[src/rtl/ic_pkg.sv]
`default_nettype none

package ic_pkg;

	// fixed port widths
	localparam int VALUE_W = 32;
	localparam int INV_W   = 15;
	localparam int ELEM_W  = 9;

	// parameter defaults
	localparam int MAX_ELEMENTS_DEF = 256;
	localparam int VALUE_BITS_DEF   = 32;

	// control bits that travel with a packet along the chain
	typedef struct packed {
		logic valid;    // a packet is present on this link
		logic live;     // element is counted and compared
		logic pending;  // value not yet parked in a cell
		logic last;     // closes the sequence, clears cells it passes
	} ctl_t;

endpackage

`default_nettype wire

[src/rtl/ic_cell.sv]
`default_nettype none

module ic_cell #(
	parameter int VALUE_BITS = ic_pkg::VALUE_BITS_DEF,
	parameter int CNT_W      = 8
) (
	input  wire                    clk,
	input  wire                    arst_n,
	input  ic_pkg::ctl_t           in_ctl,
	input  wire [VALUE_BITS-1:0]   in_value,
	input  wire [CNT_W-1:0]        in_cnt,
	output ic_pkg::ctl_t           out_ctl,
	output logic [VALUE_BITS-1:0]  out_value,
	output logic [CNT_W-1:0]       out_cnt
);

	logic                  occ_q;
	logic [VALUE_BITS-1:0] stored_q;
	ic_pkg::ctl_t          ctl_q;
	logic [VALUE_BITS-1:0] value_q;
	logic [CNT_W-1:0]      cnt_q;
	logic                  hit;
	logic                  take;
	ic_pkg::ctl_t          ctl_next;

	// stored element greater than the passing one
	assign hit  = in_ctl.valid && in_ctl.live && occ_q && (stored_q > in_value);
	// first empty cell on the way parks the value
	assign take = in_ctl.valid && in_ctl.pending && !occ_q;

	always_comb begin
		ctl_next = in_ctl;
		if (take) begin
			ctl_next.pending = 1'b0;
		end
	end

	always_ff @(posedge clk or negedge arst_n) begin
		if (!arst_n) begin
			occ_q <= 1'b0;
			ctl_q <= '0;
		end else begin
			ctl_q <= ctl_next;
			if (take) begin
				occ_q <= !in_ctl.last;
			end else if (in_ctl.valid && in_ctl.last) begin
				occ_q <= 1'b0;
			end
		end
	end

	always_ff @(posedge clk) begin
		if (take) begin
			stored_q <= in_value;
		end
		value_q <= in_value;
		cnt_q   <= in_cnt + CNT_W'(hit);
	end

	assign out_ctl   = ctl_q;
	assign out_value = value_q;
	assign out_cnt   = cnt_q;

endmodule

`default_nettype wire

[config.mk]
export PLATFORM = sky130hd
export DESIGN_NAME = ic_cell
export DESIGN_NICKNAME = d
export VERILOG_FILES = /design/src/rtl/ic_pkg.sv /design/src/rtl/ic_cell.sv
export SDC_FILE = /design/constraint.sdc
export NUM_CORES = 1
export LEC_CHECK = 0
export BUFFER_PORTS_ARGS = -buffer_cell sky130_fd_sc_hd__buf_2
export CORE_UTILIZATION = 50
export DETAILED_ROUTE_END_ITERATION = 12
export PLACE_DENSITY = 0.79
export SLEW_MARGIN = 5
export SYNTH_ARGS = -nofsm -noshare
export SYNTH_HDL_FRONTEND = slang
export SYNTH_SLANG_ARGS = --single-unit
export TNS_END_PERCENT = 1
[constraint.sdc]
create_clock -name clk -period 2.75 [get_ports clk]
set_clock_uncertainty 0.1 [all_clocks]
set_input_delay 0.4125 -clock clk [delete_from_list [all_inputs] [get_ports clk]]
set_output_delay 0.4125 -clock clk [all_outputs]
set_load 0.005 [all_outputs]
# Word level (Yosys, flattened, before mapping)
# Index checks and enable logic that the tools add are counted.
# totals
reg_bits	77
input_bits	46
out_inout_bits	44
wordCells	22
# op_classes
addsub	1
n_lt_le_gt_ge	1
n_mux	3
reduce_logical	9
# op_table
op	n
$gt 32x32->1	1
$add 8x1->8	1
$logic_and 1x1->1	6
$mux 1	3
$logic_not 1->1	2
$reduce_bool 2->1	1

# Logic depth before layout (Yosys ltp)
# Gate-level depths: netlist of the first run.
# logic_depth
ltp_word	4
mapped_depth	12
depth_no_buf	12

# Worst setup path after synthesis of the first run
# OpenSTA, ideal clock, no wires.
# synth_path
kind	input -> register
from	in in_value[14]
to	reg cnt_q[6] (netlist: out_cnt[6])
setup_ns	0.072
t_arrival_ns	2.277
required_time_ns	2.578
slack_ns	0.301
path_stages	12
path_buffers	0
path_cell_list	inv_1 ha_1 a21oi_1 nand2_1 a21o_1 o41ai_1 a21oi_1 ha_1 ha_1 and3_1 nand3_1 xnor2_1
# synth_via
elab_chain_cells	3
# synth_rtl
item	line	text
from (decl)	ic_cell.sv:10	input wire [VALUE_BITS-1:0] in_value,
$gt 32x32->1	ic_cell.sv:27	assign hit = in_ctl.valid && in_ctl.live && occ_q && (stored_q > in_value);
$logic_and 1x1->1	ic_cell.sv:27	
$add 8x1->8	ic_cell.sv:57	cnt_q <= in_cnt + CNT_W'(hit);
to (signal assigned)	ic_cell.sv:57	
to (decl)	ic_cell.sv:21	logic [CNT_W-1:0] cnt_q;
# No other way between the ends.
# A chain may end at the register's enable or synchronous reset.

# Final worst setup path of the first run
# layout_path
from	reg stored_q[14]
to	reg cnt_q[6] (netlist: out_cnt[6])
# layout_via
elab_chain_cells	3
# layout_rtl
item	line	text
from (decl)	ic_cell.sv:18	logic [VALUE_BITS-1:0] stored_q;
from (signal assigned)	ic_cell.sv:54	stored_q <= in_value;
$gt 32x32->1	ic_cell.sv:27	
$logic_and 1x1->1	ic_cell.sv:27	
$add 8x1->8	ic_cell.sv:57	
# No other way between the ends.

==> metrics.csv, run 1 <==
stage;metric;value;unit
status;status;completed;
synthesis;synth.net_count;288;
sta;slew_violations;0;
drt;via_per_inst;4.88;
worst_setup_path;cp_top_family;compound AO/OA/AOI/OAI gates;
clock_network;clkTransAtPathRegs;70;ps
finish;multiInputGateArea;870;sq um
die;die_area;6000;sq um
finish;diodes;0;
worst_setup_path;crit_buf_inv;0;
synthesis;async_flop_share;0.0649;
finish;drive_gt1_frac;0.339;
synthesis;synth_xor_area_frac;0.0185;
drt;drc;0;
sta;relSlewSlack;0.630;
clock_network;insertion_delay;340;ps
sta;hold_viol;0;
die;fp.dieW;77.5;um
sta;rsz0062_at_grt;false;
finish;nFillCells;423;
synthesis;synth_top_area_share;0.338;
clock_network;cts_made_buffers;9;
power;sequentialPowerShare;0.567;
power;p_sw_frac;0.225;
finish;design_area;3620;sq um
placed_design;dp_hpwl;4060;um
drt;drtIter0Drc;103;
clock_network;cts-root-buf;clkbuf_8;
worst_setup_path;slowest_delay;390;ps
finish;final_nets;391;
worst_setup_path;crit_arrival;2790;ps
die;io_pins;90;
global_route;grt_max_degree;18;
synthesis;synth_adder_area_share;0.149;
global_route;grt_pass1_vias;1865;
sta;tightest_slew;553;ps
global_route;grt_use_total;0.194;
worst_setup_path;cp_slowest_cell;o41ai_1;
synthesis;synth_top_family_by_area;adder cells;
worst_setup_path;start_kind;register;
power;leakage;1.74;nW
placed_design;post-place-ws;-70.8;ps
die;initial_core_util;0.517;
sta;finalCritPeriodShare;0.952;
worst_setup_path;cp.required;2920;ps
clock_network;cts-htree-levels;3;
clock_network;cts_tree;yes;
worst_setup_path;endpoint_kind;register;
sta;setup_viol;0;
drt;num_vias;1895;
placed_design;gp_congestion;0.770;
synthesis;syn_area;2850;sq um
power;switching_power;0.503;mW
power;combPwrFrac;0.095;
die;core;5510;sq um
worst_setup_path;cp_max_fo;3;
hold_path;holdCritPathClass;input pin to register;
finish;syn_to_final_growth;27.3;%
synthesis;yosys.area_share.simple;0.0677;
power;irDropWorstVdd;0.000421;V
synthesis;synth.area.mux_share;0;
placed_design;portBuffers;89;
drt;ant_nets;0;
synthesis;yosysMostFrequentCell;dfxtp_1;
clock_network;clock-sinks;77;
power;power_density;617;nW/um^2
worst_setup_path;path_cells;ha_1 -> a21oi_1 -> nand2_1 -> a21o_1 -> o41ai_1 -> a21oi_1 -> ha_1 -> ha_1 -> and3_1 -> nand3_1 -> xnor2_1;
job;cap_violations;0;
global_route;grt_pass1_wl;8620;um
synthesis;synth_ff_type;dfxtp_1;
power;power.share.clock;0.338;
finish;register_area;1890;sq um
synthesis;synthTopCellsByCount;dfxtp_1 (40), ha_1 (34), edfxtp_1 (32), inv_1 (32), a21oi_1 (14);
synthesis;yosysTopAreaCell;edfxtp_1;
drt;firstDrtPassIters;4;
die;fp.dieH;77.5;um
worst_setup_path;path_class;register to register;
synthesis;synth_compound_area_frac;0.0593;
drt;wl;5310;um
sta;finalCriticalPeriod;2620;ps
die;placementRows;27;
synthesis;synth_area_leaders;edfxtp_1 (34%), dfxtp_1 (28%), ha_1 (15%);
global_route;globalRouteOverflowTotal;0;
synthesis;synth_edf_count;32;
drt;wl_per_cell;13.7;um
clock_network;cts_setup_buffers;0;
synthesis;yosys_register_bits;77;
synthesis;ys_seq_area_frac;0.663;
sta;hold-worst-slack;90.3;ps
synthesis;ys_types;26;
synthesis;yosys_warnings;0;
global_route;antenna_found_initial;0;
clock_network;cts_buffer_depth;2;
power;total_power;2.23;mW
sta;final.setup.worst_slack;133;ps
sta;max_freq;382;MHz
synthesis;synth_cells;208;
synthesis;postSynthAreaPerCell;13.7;sq um
worst_setup_path;path_common_cell;ha_1;
placed_design;dpl_cell_area;3420;sq um
power;p_int;1.73;mW
flip-flops by register name, indices dropped and copies added (netlist names):
register   flops
out_value     32
stored_q      32
out_cnt        8
out_ctl        4
occ_q          1
kinds of logic (layout without fill, tap and decap cells):
kind of cell             after synthesis  in the layout
flip-flops                            77             77
adder cells (fa/ha/maj)               34             34
AND/OR/NAND/NOR                       33             33
buffers and inverters                 32            140
AO/OA/AOI/OAI                         26             26
XOR/XNOR                               6              6
worst reg2reg max path, delay by kind of cell, from the launching register on:
| family | cells | cell delay [ps] |
|---|---|---|
| adder cells (fa/ha/maj) | 3 | 740 |
| XOR/XNOR | 1 | 110 |
| AND/OR/NAND/NOR | 3 | 350 |
| AO/OA/AOI/OAI | 4 | 870 |
| flip-flops | 1 | 380 |
power by group through the flow:
stage | clock (mW) | sequential, mW | combinational, mW
2_1_floorplan | 0 | 1.30 | 0.0866
3_3_place_gp | 0 | 1.29 | 0.196
3_5_place_dp | 0 | 1.29 | 0.209
4_1_cts | 0.778 | 1.27 | 0.212
5_1_grt | 0.822 | 1.27 | 0.241
6_report | 0.755 | 1.27 | 0.212
worst paths after layout:
path,startpoint,end,slack (ps),cells past startpoint
min in group asynchronous,arst_n,out_ctl[2],310,2
min reg2reg,occ_q,occ_q,530,2
max reg2reg,stored_q[14],out_cnt[6],130,11
max,stored_q[14],out_cnt[6],130,11
min,in_ctl[0],out_ctl[0],90,1
max in group asynchronous,arst_n,out_ctl[3],2100,2
per-layer routing:
| layer | vias to the layer above | global-route usage | part of all wire |
|---|---|---|---|
| met2 | 67 | 0.311 | 0.49 |
| met3 | 17 | 0.0518 | 0.055 |
| li1 | 947 | - | - |
| met5 | - | 0 | 0 |
| met1 | 864 | 0.229 | 0.42 |
| met4 | 0 | 0.126 | 0.033 |
what timing repair did:
| action | CTS | global route |
|---|---|---|
| hold endpoints to repair | 5 | 0 |
| endpoints found under the setup margin | 0 | 1 |
| resized for setup | 0 | 3 |
| hold buffers | 1 | 0 |
layout make-up:
cell class                      instances  area share
Clock buffer                           15      0.0463
Clock inverter                          1     0.00138
Inverter                               32      0.0332
Multi-Input combinational cell         99       0.240
Sequential cell                        77       0.521
Tap cell                               72      0.0249
Timing Repair Buffer                   92       0.133
metrics by stage:
| stage | std cells | setup TNS [ps] | utilization |
|---|---|---|---|
| 6_report | 388 | 0 | 0.658 |
| 5_1_grt | 388 | 0 | 0.658 |
| 4_1_cts | 388 | 0 | 0.654 |
| 2_1_floorplan | 208 | 0 | - |
| 3_5_place_dp | 371 | -70.8 | 0.621 |
| 3_3_place_gp | 371 | -113 | 0.621 |
cells in the final DEF (no fill, tap or decap), drive strengths merged, types with 2 or more instances in the layout:
| cell type | instances |
|---|---|
| inv | 32 |
| a21o | 5 |
| ha | 34 |
| nor2b | 2 |
| nor3 | 2 |
| xnor2 | 4 |
| nand4 | 9 |
| buf | 91 |
| dfxtp | 40 |
| dfrtp | 5 |
| and4 | 2 |
| clkbuf | 15 |
| nand2 | 5 |
| edfxtp | 32 |
| nor2 | 2 |
| a21oi | 14 |
| nand3 | 9 |
| xor2 | 2 |
(Power assumes the default switching activity.)
==> inputs of run 2 (changes only) <==
PLACE_DENSITY = 0.85   (was 0.79)
==> metrics.csv, run 2 (synthesis results as in run 1) <==
stage;metric;value;unit;change
placed_design;post-place-ws;-151;ps;-80.6 ps
power;leakage;1.76;nW;+1.1%
die;die_area;6000;sq um;unchanged
drt;wl_per_cell;13.2;um;-3.9%
clock_network;clkTransAtPathRegs;80;ps;about the same
sta;rsz0062_at_grt;false;;
finish;layout_common_cells;buf_2 (89), dfxtp_1 (40), inv_1 (32), edfxtp_1 (32), ha_1 (30);;
global_route;antenna_found_initial;0;;unchanged
die;initial_core_util;0.517;;unchanged
worst_setup_path;path_class;register to register;;
status;status;completed;;
clock_network;clock-sinks;77;;unchanged
global_route;grt_pass1_wl;8120;um;-5.8%
worst_setup_path;cp.required;2870;ps;-50 ps
clock_network;cts-htree-levels;3;;unchanged
drt;wl_met3;283;um;-3.1%
sta;max_freq;381;MHz;-0.28%
placed_design;gp_congestion;0.785;;+2.0%
die;core;5510;sq um;unchanged
finish;drive_gt1_frac;0.368;;+0.0293
sta;slew_violations;0;;unchanged
power;power_density;640;nW/um^2;+3.7%
drt;wl_met1;2210;um;-0.90%
drt;via_per_inst;4.81;;-1.5%
hold_path;holdCritPathClass;input pin to register;;
global_route;globalRouteOverflowTotal;0;;unchanged
worst_setup_path;start_kind;register;;
worst_setup_path;crit_arrival;2740;ps;-50 ps
sta;hold_viol;0;;unchanged
finish;final_common_cell;buf_2;;
die;io_pins;90;;unchanged
worst_setup_path;endpoint_kind;register;;
clock_network;insertion_delay;330;ps;about the same
drt;drtIter0Drc;72;;-30%
clock_network;cts_tree;yes;;
finish;finalNonFillerCells;390;;+0.52%
global_route;grt_pass1_vias;1835;;-1.6%
placed_design;place_inst;372;;+0.27%
sta;tightest_slew;280;ps;-273 ps
global_route;grt_max_degree;18;;unchanged
drt;drc;0;;unchanged
sta;hold-worst-slack;101;ps;+10.9 ps
die;fp.dieH;77.5;um;unchanged
power;irDropWorstVdd;0.000349;V;-17%
drt;wl;5130;um;-3.4%
sta;finalCriticalPeriod;2620;ps;+7.28 ps
drt;routed.top_layer;met4;;
worst_setup_path;critPathLaunch;stored_q[13];;
global_route;grt_use_total;0.178;;-0.0156
worst_setup_path;r2r-start;stored_q[13];;
sta;tns;0;ps;unchanged
finish;syn_to_final_growth;29.8;%;
sta;setup_viol;0;;unchanged
finish;final_util;0.671;;+0.0132
sta;relSlewSlack;0.812;;+0.182
die;fp.dieW;77.5;um;unchanged
clock_network;cts_buffer_depth;2;;unchanged
drt;dr_wl_met2;2540;um;-2.9%
die;placementRows;27;;unchanged
sta;final.setup.worst_slack;126;ps;-7.28 ps
drt;num_vias;1876;;-1.0%
finish;final_nets;393;;+0.51%
clock_network;cts-root-buf;clkbuf_8;;
hold_path;min_from;in_value[9];;
finish;diodes;0;;unchanged
drt;firstDrtPassIters;4;;unchanged
worst_setup_path;cp_max_fo;3;;unchanged
job;cap_violations;0;;unchanged
placed_design;portBuffers;89;;unchanged
placed_design;dp_hpwl;3760;um;-7.4%
sta;finalCritPeriodShare;0.954;;+0.00265
drt;ant_nets;0;;unchanged
clock_network;cts_made_buffers;9;;unchanged
run 2: changes by cell type in the layout (fill, tap and decap cells not counted), moves of 2 or more:
cell,previous run,this run
clkbuf_1,5,3
ha_1,34,30
bufinv_16,0,2
ha_4,0,3
buf_4,1,4
run 2: worst paths after layout:
kind / end / slack (ps) / depth (start not counted)
max: out_cnt[6] / 130 / 11
min: out_value[9] / 100 / 1
max reg2reg: out_cnt[6] / 130 / 11
min reg2reg: occ_q / 490 / 2
max in group asynchronous: out_ctl[1] / 2100 / 2
min in group asynchronous: out_ctl[3] / 310 / 2
run 2: critical path, stage by stage (launching register included):
cell	delay [ps]
edfxtp_1	420
ha_4	290
nand4_1	170
nor3_2	280
a21boi_2	220
o41ai_1	80
a21oi_1	170
ha_2	250
ha_4	140
and3_4	170
nand3_1	90
xnor2_1	130
run 2: final cells by class:
type	count	area [sq um]
clock inverter	4	72.6
fill	394	1810
multi-input combinational	99	905
clock buffer	12	135
sequential	77	1890
tap	72	90.1
inverter	32	120
timing repair buffer	94	485
run 2: repair_timing:
| item | CTS | global route |
|---|---|---|
| setup buffers | 0 | 1 |
| hold buffers | 1 | 0 |
| endpoints found under the hold margin | 5 | 0 |
| gates cloned | 0 | 0 |
| setup endpoints to repair | 1 | 3 |
| resized for setup | 1 | 9 |
| pin swaps | 0 | 7 |
run 2: power by group:
part | leakage, nW | total, mW | switching [mW] | internal, mW
registers | 0.692 | 1.27 | 0.0155 | 1.25
clock network | 0.101 | 0.890 | 0.379 | 0.511
logic | 0.963 | 0.209 | 0.112 | 0.0974
run 2: through the flow:
step | cell area [sq um] | power (mW)
after floorplan | 2850 | 1.38
after detailed placement | 3410 | 1.49
final | 3690 | 2.36
after CTS | 3630 | 2.38
after global placement | 3410 | 1.48
after global routing | 3690 | 2.47
run 2: layer usage:
layer,vias to the layer above,global-route usage
met2,75,0.277
met3,10,0.0447
met5,-,0
li1,950,-
met1,841,0.221
met4,0,0.115
