===== config.mk =====
export PLATFORM = sky130hd
export DESIGN_NAME = ic_accum
export DESIGN_NICKNAME = d
export VERILOG_FILES = /design/src/rtl/ic_pkg.sv /design/src/rtl/ic_accum.sv
export SDC_FILE = /design/constraint.sdc
export NUM_CORES = 1
export LEC_CHECK = 0
export ABC_AREA = 1
export BUFFER_PORTS_ARGS = -buffer_cell sky130_fd_sc_hd__buf_4
export CAP_MARGIN = 20
export CORE_MARGIN = 10
export CORE_UTILIZATION = 50
export CTS_BUF_LIST = sky130_fd_sc_hd__clkbuf_4 sky130_fd_sc_hd__clkbuf_8
export DETAILED_ROUTE_END_ITERATION = 6
export HOLD_SLACK_MARGIN = 0.15
export PLACE_DENSITY = 0.78
export SLEW_MARGIN = 5
export SYNTH_ARGS = -nofsm -noshare
export SYNTH_HDL_FRONTEND = slang
export SYNTH_SLANG_ARGS = --single-unit
export TNS_END_PERCENT = 30

===== constraint.sdc =====
create_clock -name clk -period 2.7 [get_ports clk]
set_clock_uncertainty 0.15 [all_clocks]
set_input_delay 0.54 -clock clk [delete_from_list [all_inputs] [get_ports clk]]
set_output_delay 0.54 -clock clk [all_outputs]
set_load 0.02 [all_outputs]

===== src/rtl/ic_pkg.sv =====
`default_nettype none

package ic_pkg;

	// fixed port widths
	localparam int VALUE_W = 32;
	localparam int INV_W   = 15;
	localparam int ELEM_W  = 9;

	// parameter defaults
	localparam int MAX_ELEMENTS_DEF = 256;
	localparam int VALUE_BITS_DEF   = 32;

	// control bits that travel with a packet along the chain
	typedef struct packed {
		logic valid;    // a packet is present on this link
		logic live;     // element is counted and compared
		logic pending;  // value not yet parked in a cell
		logic last;     // closes the sequence, clears cells it passes
	} ctl_t;

endpackage

`default_nettype wire


===== src/rtl/ic_accum.sv =====
`default_nettype none

module ic_accum #(
	parameter int CNT_W  = 8,
	parameter int ELEM_B = 9
) (
	input  wire                          clk,
	input  wire                          arst_n,
	input  ic_pkg::ctl_t                 in_ctl,
	input  wire [CNT_W-1:0]              in_cnt,
	output logic                         done,
	output logic [ic_pkg::INV_W-1:0]     inversion_count,
	output logic [ic_pkg::ELEM_W-1:0]    element_count,
	output logic                         overflow
);

	localparam int INV_W = ic_pkg::INV_W;
	localparam int SUM_W = ((INV_W > CNT_W) ? INV_W : CNT_W) + 1;

	logic [INV_W-1:0]        acc_q;
	logic [ELEM_B-1:0]       elems_q;
	logic                    ovf_q;
	logic                    done_q;
	logic [INV_W-1:0]        inv_q;
	logic [ic_pkg::ELEM_W-1:0] elem_q;
	logic                    ovf_out_q;

	logic [SUM_W+INV_W-1:0]  acc_ext;
	logic [SUM_W+CNT_W-1:0]  cnt_ext;
	logic [SUM_W-1:0]        sum;
	logic [INV_W-1:0]        sat;
	logic [INV_W-1:0]        acc_next;
	logic [ELEM_B-1:0]       elems_next;
	logic                    ovf_next;
	logic [ELEM_B+ic_pkg::ELEM_W-1:0] elems_ext;

	assign acc_ext = {{SUM_W{1'b0}}, acc_q};
	assign cnt_ext = {{SUM_W{1'b0}}, in_cnt};
	assign sum     = acc_ext[SUM_W-1:0] + cnt_ext[SUM_W-1:0];
	// saturate at the widest inversion count
	assign sat     = (|sum[SUM_W-1:INV_W]) ? {INV_W{1'b1}} : sum[INV_W-1:0];

	always_comb begin
		acc_next   = acc_q;
		elems_next = elems_q;
		ovf_next   = ovf_q;
		if (in_ctl.valid) begin
			if (in_ctl.live) begin
				acc_next   = sat;
				elems_next = elems_q + ELEM_B'(1);
			end else begin
				ovf_next = 1'b1;
			end
		end
	end

	assign elems_ext = {{ic_pkg::ELEM_W{1'b0}}, elems_next};

	always_ff @(posedge clk or negedge arst_n) begin
		if (!arst_n) begin
			acc_q   <= '0;
			elems_q <= '0;
			ovf_q   <= 1'b0;
			done_q  <= 1'b0;
		end else begin
			done_q <= in_ctl.valid && in_ctl.last;
			if (in_ctl.valid && in_ctl.last) begin
				acc_q   <= '0;
				elems_q <= '0;
				ovf_q   <= 1'b0;
			end else begin
				acc_q   <= acc_next;
				elems_q <= elems_next;
				ovf_q   <= ovf_next;
			end
		end
	end

	always_ff @(posedge clk) begin
		if (in_ctl.valid && in_ctl.last) begin
			inv_q     <= acc_next;
			elem_q    <= elems_ext[ic_pkg::ELEM_W-1:0];
			ovf_out_q <= ovf_next;
		end
	end

	assign done            = done_q;
	assign inversion_count = inv_q;
	assign element_count   = elem_q;
	assign overflow        = ovf_out_q;

endmodule

`default_nettype wire


Word level (Yosys, flattened, before mapping)
Cells that the tools add are included.
{ "word_totals": {"reg_bits": 51, "input_bits": 14, "word_cells": 20} }
{ "op_classes": {"add_sub_neg": 2, "n_mux": 10, "reduce_logical": 1} }
{ "ops": {"columns": ["cell", "count"], "rows": [
  ["$mux W15", 4],
  ["$mux W9", 3],
  ["$add A15 B8 Y16", 1],
  ["$add A9 B1 Y9 const B", 1],
  ["$mux W1", 3],
  ["$logic_and A1 B1 Y1", 1]
]} }

Logic depth before layout (Yosys ltp)
Gate-level depths: netlist of run 1.
{ "depth": {"word_depth": 5, "depth_mapped": 12, "mapped_depth_nobuf": 12} }

Worst setup path after synthesis of run 1
OpenSTA, ideal clock, no wires.
{ "synth_path": {"path_kind": "input-to-reg", "from": "input in_ctl[0] (netlist name)", "to": "register elem_q (netlist bit element_count[0]), enable pin", "setup_ns": 0.400, "arrival_ns": 1.673, "required_ns": 2.150, "setup_slack_ns": 0.477, "stages": 3, "n_path_buf": 1, "path_cell_list": "nand2_1 > inv_1 > buf_1"} }
{ "synth_between": {"elab_chain_len": 1} }
{ "synth_rtl": {"columns": ["item", "line_no", "rtl"], "rows": [
  ["start: declaration", "ic_accum.sv:9", "input ic_pkg::ctl_t in_ctl,"],
  ["$logic_and A1 B1 Y1", "ic_accum.sv:80", "if (in_ctl.valid && in_ctl.last) begin"],
  ["end signal: assignment", "ic_accum.sv:82", "elem_q <= elems_ext[ic_pkg::ELEM_W-1:0];"],
  ["end: declaration", "ic_accum.sv:25", "logic [ic_pkg::ELEM_W-1:0] elem_q;"]
]} }
Every way passes these cells.
A chain may end at the register's enable or synchronous reset.

Worst setup path in the final report of run 1
{ "layout_path": {"from": "register acc_q[0]", "to": "register inv_q[4] (netlist: inversion_count[4]), data pin"} }
{ "layout_between": {"elab_chain_len": 4} }
{ "layout_rtl": {"columns": ["item", "line_no", "rtl"], "rows": [
  ["start: declaration", "ic_accum.sv:20", "logic [INV_W-1:0] acc_q;"],
  ["start signal: assignment", "ic_accum.sv:72", "acc_q <= acc_next;"],
  ["$add A15 B8 Y16", "ic_accum.sv:39", "assign sum = acc_ext[SUM_W-1:0] + cnt_ext[SUM_W-1:0];"],
  ["$mux W15", "ic_accum.sv:41", "assign sat = (|sum[SUM_W-1:INV_W]) ? {INV_W{1'b1}} : sum[INV_W-1:0];"],
  ["$mux W15", "ic_accum.sv:48", "if (in_ctl.live) begin"],
  ["$mux W15", "ic_accum.sv:47", "if (in_ctl.valid) begin"],
  ["via acc_next[4]", "ic_accum.sv:32", "logic [INV_W-1:0] acc_next;"],
  ["end signal: assignment", "ic_accum.sv:81", "inv_q <= acc_next;"],
  ["end: declaration", "ic_accum.sv:24", "logic [INV_W-1:0] inv_q;"]
]} }
The timed path passes the listed nets, and every way through them passes these cells.

==> impl_metrics.ini, run 1 <==
[yosys]
synth_area_leaders = edfxtp_1 (28%), dfrtp_1 (24%), nand2_1 (9.5%)
ys_seq_elements = 51
synth.distinct_cells = 36
yosysSeqAreaShare = 0.517
synth_top_area_share = 0.277
synth.largest_area_cell = edfxtp_1
postSynthCellCount = 298
yosys_warnings = 0
syn-num-nets = 322
syn_area_sq_um = 2710
syn_area_per_cell_sq_um = 9.10

[worst_setup_path]
worstSetupPathType = reg -> reg
cp-start-kind = flip-flop
cpLargestDelayFamily = adder cells
max_stage_delay_ns = 0.41
cp-end-kind = flip-flop
path_max_fanout = 3
crit_arrival_ns = 2.07
reg2reg_slack_ns = 0.55
cpMaxStageDelayCell = fa_1
cp_common_cell = nand2_1
reg2reg_to = inversion_count[4]
required_ns = 2.61
cp.depth = 9
startpoint = acc_q[0]
path_cells = ha_1 > fa_1 > nand2_1 > nand3_1 > nand2_1 > xor2_1 > nand2_1 > o21ai_1 > inv_1
r2r_cells = 9
crit_buf_inv = 1
endpoint = inversion_count[4]
r2r-start = acc_q[0]

[clock_network]
clkLatencyLatePin_ns = 0.31
clockBufferDepth = 2
cts.sinks = 51
cts_root_buf = clkbuf_8
htreeDepth = 2
cts_tree = yes
numCtsBuffers = 5
clkTransAtPathRegs_ns = 0.09

[die]
die_w_microns = 93.7
die_h_microns = 93.7
initial_utilization = 0.524
dieArea_sq_um = 8770
fp-row-count = 26
ios = 40
coreArea_sq_um = 5170

[grt]
grt.total_usage = 0.124
grt_remaining_overflow = 0
grt_pass1_wl_microns = 8990
grt_max_degree = 36
grt_pass1_vias = 2055
antenna_found_initial = 0

[sta]
hold_viol = 0
slew_viol_final = 0
rsz0062_at_grt = false
relSlewSlack = 0.735
setup_viol = 0
worst_hold_slack_ns = 0.356
period_minus_slack_ns = 2.15
setup_total_negative_slack_ns = 0
finalCritPeriodShare = 0.798
max_slew.worst_pin.slew_ns = 0.397
fmax_ghz = 0.464

[place]
hpwl_microns = 3850
portBuffers = 38
gp_congestion = 0.845

[pwr]
power_frac_seq = 0.517
powerDensity_nw_per_um2 = 552
power.leakage_nw = 1.59
combPwrFrac = 0.234
switching_power_mw = 0.526
swShare = 0.299
internal_power_mw = 1.23
ir_drop_v = 0.000353
clockPowerShare = 0.249

[route]
drcViolationCount = 0
dr.pass1.iters = 5
dr_total_vias = 1988
drtAntennaViolNets = 0
wl_per_cell_microns = 12.2
viasPerCell = 4.81
drtIter0Drc = 77
routed_wl_microns = 5040

[layout]
fillers = 428
multi_input_area_sq_um = 1110
layout-drive-gt1-share = 0.230
layout_common_cells = nand2_1 (69), inv_1 (46), buf_4 (40)
nets = 366
layout.area.seq_sq_um = 1400
final_common_cell = nand2_1
syn_to_final_growth_pct = 17.3
antenna_cells = 0

[hold_path]
hp-class = in -> reg

[job]
cap_violations = 0

[status]
outcome = completed
## power by group through the flow
stage               combinational, mW  clock [mW]  sequential [mW]
global route                    0.469       0.479            0.915
detailed placement              0.413           0            0.925
global placement                0.400           0            0.923
finish                          0.412       0.437            0.909
CTS                             0.415       0.454            0.909
floorplan                       0.271           0            0.949
## metrics by stage
step                      setup WS, ns  instances   util  instance area (sq um)  power, mW
after floorplan                  0.477        298      -                   2710       1.22
after global placement           0.266        404  0.596                   3080       1.32
after detailed placement         0.246        404  0.596                   3080       1.34
after CTS                        0.535        413  0.615                   3180       1.78
after global routing             0.395        413  0.615                   3180       1.86
final                            0.546        413  0.615                   3180       1.76
## kinds of logic after synthesis
logic type,after synthesis,synth area share
xor gates and xnor gates,6,0.0194
adders and majority gates,10,0.0489
AOI/OAI and AO/OA,16,0.0374
and+or+nand+nor,164,0.305
buffers and inverters,51,0.0724
DFF,51,0.517
## cells in the mapped netlist
master and n:
nand3_2 5, nand2_8 2, dfrtp_1 26, ha_1 9, nor2_2 2, nand3_4 1, o21ai_1 1, buf_1 2
nor2_1 33, nand2_2 4, nand3_1 22, buf_2 2, fa_1 1, and2_4 1, inv_4 1, nor4_1 1
and2_1 1, nor3_1 5, nand2_1 69, inv_1 46, a21oi_4 1, xor2_1 5, or2_2 7, a21o_1 2
o21ai_0 2, a21oi_1 7, or2_4 1, edfxtp_1 25, nor3b_2 1, o22ai_1 2, a21boi_0 1, nor2_4 1
nand2_4 2, nor3_2 2, xnor2_1 1, nand4_1 4
## area by class of cell
| type | count | area share |
|---|---|---|
| Multi-Input combinational cell | 196 | 0.350 |
| Inverter | 47 | 0.0562 |
| Clock inverter | 2 | 0.00432 |
| Sequential cell | 51 | 0.440 |
| Clock buffer | 6 | 0.0240 |
| Tap cell | 70 | 0.0275 |
| Timing Repair Buffer | 41 | 0.0975 |
## metal layers
layer | up-vias | global-route usage | part of all wire | wire length [microns]
met5 | - | 0 | 0 | 0
met4 | 0 | 0.0557 | 0.017 | 87
met3 | 6 | 0.0400 | 0.055 | 277
met2 | 32 | 0.211 | 0.49 | 2470
met1 | 912 | 0.140 | 0.44 | 2200
li1 | 1038 | - | - | -
## worst reg2reg max path, delay by kind of cell (launching register included)
kind | cells | cell delay, ns
fa+ha+maj | 2 | 0.64
flops | 1 | 0.39
simple gates | 4 | 0.37
compound gates | 1 | 0.16
xor+xnor | 1 | 0.14
buf+inv | 1 | 0.07
## flip-flops by register name, summed over array words and instances (netlist names)
signal	cells
done	1
overflow	1
acc_q	15
ovf_q	1
inversion_count	15
element_count	9
elems_q	9
## worst min path at each step
stage / start / endpoint / cells after the start
floorplan: arst_n / acc_q[0] / 0
global placement: arst_n / acc_q[6] / 1
detailed placement: arst_n / acc_q[6] / 1
CTS: in_ctl[2] / ovf_q / 4
global route: in_ctl[2] / ovf_q / 4
finish: in_ctl[2] / ovf_q / 4
## timing repair
item                      CTS  global route
hold endpoints to repair   26             0
hold buffers                1             0
resized for setup           0             0
setup buffers               0             0
Power figures use the tool's default switching activity.
==> run 2: changes to the inputs <==
- ABC_AREA: 1 -> 0
- PLACE_DENSITY: 0.78 -> 0.82
- clock period: 2.7 -> 1.75 ns (I/O delays scaled with it)
==> impl_metrics.ini, run 2 <==
[worst_setup_path]
cp-start-kind = flip-flop
cp-end-kind = flip-flop
path_max_fanout = 5
max_stage_delay_ns = 0.42
r2r_cells = 7
r2r-start = acc_q[0]
crit_arrival_ns = 2.21
path_cells = ha_4 > fa_2 > a21o_1 > a221oi_4 > nor4b_4 > a41oi_2 > a31oi_1
reg2reg_to = inversion_count[14]
crit_buf_inv = 0
cpMaxStageDelayCell = dfrtp_1
worstSetupPathType = reg -> reg
reg2reg_slack_ns = -0.57
required_ns = 1.65
cpLargestDelayFamily = compound AO/OA/AOI/OAI gates

[sta]
max_slew.worst_pin.slew_ns = 0.498
slew_viol_final = 0
setup_viol = 30
hold_viol = 0
period_minus_slack_ns = 2.32
relSlewSlack = 0.667
fmax_ghz = 0.432
finalCritPeriodShare = 1.32
layout_setup_ws_ns = -0.567
setup_total_negative_slack_ns = -11.16
rsz0062_at_grt = true

[route]
wl_per_cell_microns = 17.0
drtIter0Drc = 108
routed_wl_microns = 5640
drtAntennaViolNets = 0
dr.pass1.iters = 4
dr_total_vias = 1899
drcViolationCount = 0
viasPerCell = 5.72

[yosys]
ys_seq_elements = 51
synth.most_common_cell = dfrtp_1
yosysSeqAreaShare = 0.582
syn-num-nets = 225
synth_edf_count = 25
async_reset_ff_frac = 0.510
yosys_warnings = 0
syn_area_per_cell_sq_um = 12.0
synthFlopType = dfrtp_1
postSynthCellCount = 201
synth.largest_area_cell = edfxtp_1
synth_area_leaders = edfxtp_1 (31%), dfrtp_1 (27%), ha_1 (4.7%)
synth_common_cells = dfrtp_1 (26), edfxtp_1 (25), nand2_1 (17)
syn_area_sq_um = 2410
synth_top_area_share = 0.312
synth.distinct_cells = 41

[hold_path]
hold_depth = 3
hp-class = in -> reg
worstHoldStart = in_ctl[3]
min_to = overflow

[status]
outcome = finished with violations
violations = setup timing

[layout]
final_common_cell = buf_4
layout_common_cells = buf_4 (72), dfrtp_1 (25), edfxtp_1 (25)
final_util = 0.733
antenna_cells = 0
syn_to_final_growth_pct = 42.8
fin_area_sq_um = 3440
fin_cells = 332
nets = 301
layout-drive-gt1-share = 0.439

[clock_network]
clkLatencyLatePin_ns = 0.30
cts.sinks = 51
clkTransAtPathRegs_ns = 0.10
numCtsBuffers = 5
cts_root_buf = clkbuf_8
htreeDepth = 2
cts_tree = yes
clockBufferDepth = 2

[die]
dieArea_sq_um = 8000
ios = 40
fp-row-count = 25
die_w_microns = 89.4
initial_utilization = 0.514
coreArea_sq_um = 4690
die_h_microns = 89.4

[grt]
grt_max_degree = 27
grt.total_usage = 0.146
grt_pass1_vias = 1919
grt_pass1_wl_microns = 9160
antenna_found_initial = 0
grt_remaining_overflow = 0

[place]
dp_cells = 313
dp_slack_ns = -0.685
post_dp_cell_area_sq_um = 3030
portBuffers = 38
gp_congestion = 0.861
hpwl_microns = 3760

[job]
cap_violations = 0

[pwr]
ir_drop_v = 0.000604
power.leakage_nw = 1.47
powerDensity_nw_per_um2 = 969
run 2: cell count changes after synthesis, sizes merged, moves of 4 or more:
cell,previous run,this run
nand3,28,6
and2,2,10
nand2,77,17
or2,8,0
a31oi,0,5
a211oi,0,4
inv,47,2
nor2,36,16
xnor2,1,10
run 2: worst max path at each step:
stage | from | end | cells past startpoint
2_1_floorplan | acc_q[0] | inversion_count[8] | 7
3_3_place_gp | in_cnt[7] | acc_q[14] | 7
3_5_place_dp | in_cnt[7] | acc_q[14] | 7
4_1_cts | acc_q[0] | inversion_count[14] | 7
5_1_grt | acc_q[5] | acc_q[14] | 8
6_report | acc_q[0] | inversion_count[14] | 7
run 2: logic make-up after synthesis:
family	after synthesis	synth area share
DFF	51	0.582
adders and majority gates	10	0.0550
AOI/OAI and AO/OA	44	0.133
buffers and inverters	9	0.0161
xor gates and xnor gates	16	0.0581
and+or+nand+nor	71	0.156
run 2: routing by layer:
| layer | up-vias | GRT usage | share of wire |
|---|---|---|---|
| met5 | - | 0 | 0 |
| met1 | 939 | 0.187 | 0.44 |
| met2 | 55 | 0.238 | 0.50 |
| met4 | 0 | 0.0506 | 0.011 |
| li1 | 900 | - | - |
| met3 | 5 | 0.0292 | 0.054 |
run 2: report_power, final:
| part | internal, mW | leakage (nW) | switching, mW |
|---|---|---|---|
| clock network | 0.570 | 0.0644 | 0.401 |
| registers | 1.37 | 0.578 | 0.0666 |
| logic | 0.472 | 0.823 | 0.450 |
| total | 2.42 | 1.47 | 0.918 |
run 2: stage by stage:
step           total power, mW  hold slack [ns]
6_report                  3.33            0.313
5_1_grt                   3.49            0.313
4_1_cts                   3.31            0.310
3_5_place_dp              2.23            0.141
3_3_place_gp              2.21            0.141
2_1_floorplan             1.95          -0.0956
run 2: tightest hold or removal path, delay by kind of cell:
family	cells	cell delay, ns
buf+inv	2	0.18
compound gates	1	0.12
run 2: what timing repair did:
action	CTS	global route
setup endpoints to repair	30	30
pin swaps	22	2
gates cloned	2	0
hold buffers	1	0
endpoints found under the hold margin	26	0
resized for setup	23	5
buffers inserted	7	1
run 2: final cells by class:
cell class / count / area, sq um
multi-input cells: 143 / 1260
repair buffers: 74 / 571
clock inverters: 3 / 67.6
flip-flops and latches: 51 / 1400
inverters: 2 / 7.51
well taps: 54 / 67.6
clock buffers: 5 / 68.8
fillers: 309 / 1250
